<file path="config.mk">
export PLATFORM = sky130hd
export DESIGN_NAME = nrw_divider
export DESIGN_NICKNAME = d
export VERILOG_FILES = /design/src/nrw_pkg.sv /design/src/nrw_divider.sv
export SDC_FILE = /design/constraint.sdc
export NUM_CORES = 1
export LEC_CHECK = 0
export ABC_AREA = 1
export BUFFER_PORTS_ARGS = -buffer_cell sky130_fd_sc_hd__buf_2
export CORE_ASPECT_RATIO = 0.5
export CORE_MARGIN = 2
export CORE_UTILIZATION = 60
export CTS_BUF_LIST = sky130_fd_sc_hd__clkbuf_2
export DETAILED_ROUTE_END_ITERATION = 16
export GPL_TIMING_DRIVEN = 0
export PLACE_DENSITY_LB_ADDON = 0.12
export SETUP_SLACK_MARGIN = 0.5
export SYNTH_ARGS = -nofsm -noshare
export SYNTH_HDL_FRONTEND = slang
export SYNTH_SLANG_ARGS = --single-unit
</file>
<file path="constraint.sdc">
create_clock -name clk -period 14.8 [get_ports clk]
set_clock_uncertainty 0.05 [all_clocks]
set_input_delay 2.96 -clock clk [delete_from_list [all_inputs] [get_ports clk]]
set_output_delay 2.96 -clock clk [all_outputs]
set_load 0.005 [all_outputs]
</file>
<file path="src/nrw_pkg.sv">
// Shared types, constants and direction tables for the neighbour ratio weights block.
// Used by nrw_divider, neighbour_ratio_weights_core and nrw_checker; depends on nothing else.
package nrw_pkg;

  localparam int DEFAULT_MAX_WIDTH  = 256;
  localparam int DEFAULT_PIXEL_BITS = 8;
  localparam int DEFAULT_FRAC_BITS  = 8;
  localparam int MAX_ROWS           = 4096;

  localparam int CFG_INDEX_BITS  = 1;
  localparam int CFG_DATA_BITS   = 13;
  localparam int WIDTH_REG_BITS  = 9;
  localparam int HEIGHT_REG_BITS = 13;

  localparam logic [WIDTH_REG_BITS-1:0]  WIDTH_RESET  = 9'd128;
  localparam logic [HEIGHT_REG_BITS-1:0] HEIGHT_RESET = 13'd128;

  localparam logic [CFG_INDEX_BITS-1:0] REG_IMAGE_WIDTH  = 1'b0;
  localparam logic [CFG_INDEX_BITS-1:0] REG_IMAGE_HEIGHT = 1'b1;

  localparam logic CMD_PIXEL = 1'b0;

  localparam int COLUMN_BITS = 8;
  localparam int ROW_BITS    = 12;
  localparam int RATIO_BITS  = 16;
  localparam logic [RATIO_BITS-1:0] RATIO_MAX = 16'hFFFF;

  localparam int NUM_DIRS = 8;
  localparam int DIR_BITS = 3;
  localparam logic [DIR_BITS-1:0] LAST_DIR = 3'd7;

  localparam int DIV_STEP_BITS = 4;

  typedef enum logic [2:0] {
    ST_IDLE,
    ST_DECIDE,
    ST_CENTRE,
    ST_ISSUE,
    ST_START,
    ST_WAIT,
    ST_DONE
  } seq_state_t;

  typedef logic signed [1:0] step_t;

  // Directions in output order: up-right, right, down-right, down,
  // down-left, left, up-left, up.
  function automatic step_t dir_dy(input logic [DIR_BITS-1:0] k);
    unique case (k)
      3'd0: dir_dy = -2'sd1;
      3'd1: dir_dy = 2'sd0;
      3'd2: dir_dy = 2'sd1;
      3'd3: dir_dy = 2'sd1;
      3'd4: dir_dy = 2'sd1;
      3'd5: dir_dy = 2'sd0;
      3'd6: dir_dy = -2'sd1;
      3'd7: dir_dy = -2'sd1;
    endcase
  endfunction

  function automatic step_t dir_dx(input logic [DIR_BITS-1:0] k);
    unique case (k)
      3'd0: dir_dx = 2'sd1;
      3'd1: dir_dx = 2'sd1;
      3'd2: dir_dx = 2'sd1;
      3'd3: dir_dx = 2'sd0;
      3'd4: dir_dx = -2'sd1;
      3'd5: dir_dx = -2'sd1;
      3'd6: dir_dx = -2'sd1;
      3'd7: dir_dx = 2'sd0;
    endcase
  endfunction

endpackage

</file>
<file path="src/nrw_divider.sv">
// Iterative restoring divider giving one saturated fixed-point neighbour/centre ratio.
// Retires DIV_STEP_BITS quotient bits per cycle; depends on nrw_pkg.
module nrw_divider
  import nrw_pkg::*;
#(
  parameter int PIXEL_BITS = DEFAULT_PIXEL_BITS,
  parameter int FRAC_BITS  = DEFAULT_FRAC_BITS
) (
  input  logic                  clk,
  input  logic                  rst,
  input  logic                  start,
  input  logic [PIXEL_BITS-1:0] neighbour,
  input  logic [PIXEL_BITS-1:0] centre,
  output logic                  done,
  output logic [RATIO_BITS-1:0] ratio
);

  localparam int NUM_BITS = PIXEL_BITS + FRAC_BITS;
  localparam int PAD_BITS = ((NUM_BITS + DIV_STEP_BITS - 1) / DIV_STEP_BITS) * DIV_STEP_BITS;
  localparam int STEPS    = PAD_BITS / DIV_STEP_BITS;
  localparam int CNT_BITS = $clog2(STEPS + 1);
  localparam int EXT_BITS = PAD_BITS + RATIO_BITS;

  logic                  busy;
  logic [CNT_BITS-1:0]   count;
  logic [PAD_BITS-1:0]   num;
  logic [PAD_BITS-1:0]   quo;
  logic [PAD_BITS-1:0]   num_next;
  logic [PAD_BITS-1:0]   quo_next;
  logic [PIXEL_BITS-1:0] rem;
  logic [PIXEL_BITS-1:0] rem_next;
  logic [PIXEL_BITS-1:0] divisor;
  logic [PIXEL_BITS:0]   trial;
  logic [EXT_BITS-1:0]   quo_ext;

  always_comb begin
    num_next = num;
    quo_next = quo;
    rem_next = rem;
    trial    = '0;
    for (int i = 0; i < DIV_STEP_BITS; i++) begin
      trial    = {rem_next, num_next[PAD_BITS-1]};
      num_next = num_next << 1;
      if (trial >= {1'b0, divisor}) begin
        trial    = trial - {1'b0, divisor};
        quo_next = (quo_next << 1) | PAD_BITS'(1);
      end else begin
        quo_next = quo_next << 1;
      end
      rem_next = trial[PIXEL_BITS-1:0];
    end
  end

  assign done    = busy && (count == CNT_BITS'(1));
  assign quo_ext = EXT_BITS'(quo_next);
  assign ratio   = (quo_ext > EXT_BITS'(RATIO_MAX)) ? RATIO_MAX : quo_ext[RATIO_BITS-1:0];

  always_ff @(posedge clk) begin
    if (rst) begin
      busy  <= 1'b0;
      count <= '0;
    end else if (start) begin
      busy  <= 1'b1;
      count <= CNT_BITS'(STEPS);
    end else if (busy) begin
      count <= count - CNT_BITS'(1);
      if (count == CNT_BITS'(1)) begin
        busy <= 1'b0;
      end
    end
  end

  always_ff @(posedge clk) begin
    if (start) begin
      num     <= PAD_BITS'(neighbour) << FRAC_BITS;
      quo     <= '0;
      rem     <= '0;
      divisor <= centre;
    end else if (busy) begin
      num <= num_next;
      quo <= quo_next;
      rem <= rem_next;
    end
  end

endmodule

</file>
==> flow_summary.toml <==
[synthesis]
synthFlopType = "dfxtp_1"
async_flop_share_pct = 0
synth_enable_flop_cells = 16
syn-num-nets = 509
synthDistinctLibCells = 42
synth-seq-area-share_pct = 28.6
synth_area_mm2 = 0.00336
avgSynthCellArea_um2 = 7.42
synth-seq-cells = 40
synth_cells = 452
synth_top_area_share_pct = 14.5
synth_top_area_cell = "nand2_1"
synth_top_cells_by_area = "nand2_1 15%, dfxtp_1 14%, edfxtp_1 14%"
ys_warn_count = 0

[sta]
finalSetupTns_ns = 0
relSlewSlack_pct = 55.5
final.min_clock_period_ns = 10.68
post-route-period-util_pct = 72.2
maxSlewViolCount = 0
finalSetupViolations = 0
hold_viol_final = 0
grt_setup_unrepaired = "no"
clock.fmax_ghz = 0.0936
worstMarginPinSlew_ns = 0.660
hold_ws_ns = 0.431

[routing]
drt_iter0_markers = 168
wl_mm = 7.50
num_vias = 2954
dr.pass1.iters = 5
viasPerCell = 5.20
wl_per_cell_um = 13.2
ant_nets = 0
drc = 0

[worst_hold_path]
hp-class = "reg -> reg"
whs_path_depth = 2
hp-start = "quo[10]$_SDFFE_PP0P_"

[clocking]
cts_resized = 0
insertion_delay_ns = 0.41
cts_buffers = 5
hold_buffers = 0
clk_pin_slew_ns = 0.19
cts_max_level = 2
root_buffer = "clkbuf_2"
postCtsSetupBuffers = 0
cts_buffer_depth = 2
cts_tree = "built"
cts_sinks = 40

[finish]
layout_common_cells = "130 x nand2_1, 69 x inv_1, 35 x buf_2"
area_growth_pct = 9.96
final_common_cell = "nand2_1"
final_nets = 551
drive_above_1_share_pct = 15.8
antenna_cells = 0

[die]
initial_core_util_pct = 61.6
die_h_um = 56.9
fp-row-count = 19
fp.dieW_um = 110
core_region_area_mm2 = 0.00544
io_pins = 36
die-area_mm2 = 0.00624

[critical_path]
cpPeakStageDelay_ns = 0.52
cp_common_cell = "nand2_1"
crit_fanout = 10
rr_worst_depth = 41
startpoint_type = "flop"
cp_slowest_cell = "edfxtp_1"
r2r_start = "divisor[1]$_DFFE_PP_"
cp.arrival_ns = 7.67
startpoint = "divisor[1]$_DFFE_PP_"
critPathTopFamily = "compound AO/OA/AOI/OAI gates"
crit_type = "reg -> out"
endpoint_kind = "output port"
cp.depth = 40
path_buf_inv = 8
required_ns = 11.79

[run_status]
status = "finished, final reports clean"

[grt]
grt_overflow = 0
grt_pass1_vias = 2696
grt_pass1_wl_mm = 12.5
grt_max_degree = 16
antenna_found_initial = 0
grt_use_total_pct = 26.2

[flow_run]
maxCapViolations = 0

[place]
gp_congestion = 0.938
post-dp-hpwl_mm = 5.97
port_buffers = 35
==> routing by layer <==
metal	GRT usage [%]	routed length, µm	vias up
met5	0	0	-
met4	7.05	98	0
met3	5.11	546	13
met2	39.7	3120	76
met1	38.0	3730	1310
li1	-	-	1555
==> flip-flops by register name (all words and copies together) (netlist names) <==
signal and count:
busy 1, count 3, divisor 8, num 8
quo 12, rem 8
==> worst register-to-register path: cells and delay by family (launching register included) <==
kind | cells | cell delay [ns]
DFF | 1 | 0.52
adders and majority gates | 4 | 1.36
buffers and inverters | 7 | 1.19
and+or+nand+nor | 17 | 1.81
AOI/OAI and AO/OA | 13 | 2.47
==> synthesized netlist by cell type, types with 2 or more instances <==
master    instances
buf_6             3
nor3_1            2
edfxtp_1         16
nand3_1          14
nand4_1          12
nand3b_1          4
o21ai_2           4
a21oi_1          24
o21ai_1           9
fa_1              4
clkbuf_1          3
nand2_1         130
o21ai_0          18
nor2_1           18
nand2_2           5
nor2_4            2
or2_1             2
xnor2_1          10
clkinv_1          2
ha_1             34
nand3_4           4
xor2_1            8
nand2_4           5
a21oi_2           2
o22ai_1           6
inv_1            69
dfxtp_1          24
inv_2             4
==> through the flow <==
stage / area (µm²) / std cells / worst slack (ns) / util [%]
after floorplan: 3360 / 452 / 5.77 / -
after global placement: 3620 / 560 / 4.62 / 66.5
after detailed placement: 3620 / 560 / 4.61 / 66.5
after CTS: 3690 / 568 / 4.12 / 67.8
after global routing: 3690 / 568 / 3.42 / 67.8
final: 3690 / 568 / 4.12 / 67.8
==> final cells by class <==
cell class / instances / area [µm²]
buffer: 7 / 52.6
clock buffer: 5 / 25.0
clock inverter: 3 / 42.5
fill: 503 / 1750
inverter: 75 / 282
multi-input combinational: 330 / 2060
sequential: 40 / 961
tap: 73 / 91.3
timing repair buffer: 35 / 175
==> cells by family (layout without fill, tap and decap cells) <==
family	after synthesis	in the layout	synth area share, %
compound gates	70	70	12.1
simple gates	204	204	29.6
fa+ha+maj	38	38	15.1
buf+inv	82	125	9.96
flops	40	40	28.6
xor+xnor	18	18	4.70
==> worst paths after layout <==
| kind | to | slack, ns |
|---|---|---|
| setup / recovery | ratio[0] | 4.12 |
| hold / removal | quo[10]$_SDFFE_PP0P_ | 0.43 |
| setup reg to reg | rem[5]$_SDFFE_PP0P_ | 7.33 |
| hold reg to reg | quo[10]$_SDFFE_PP0P_ | 0.43 |
Power is not shown: default switching activity piles up to over one toggle a cycle in this logic, so the estimate is an artifact.
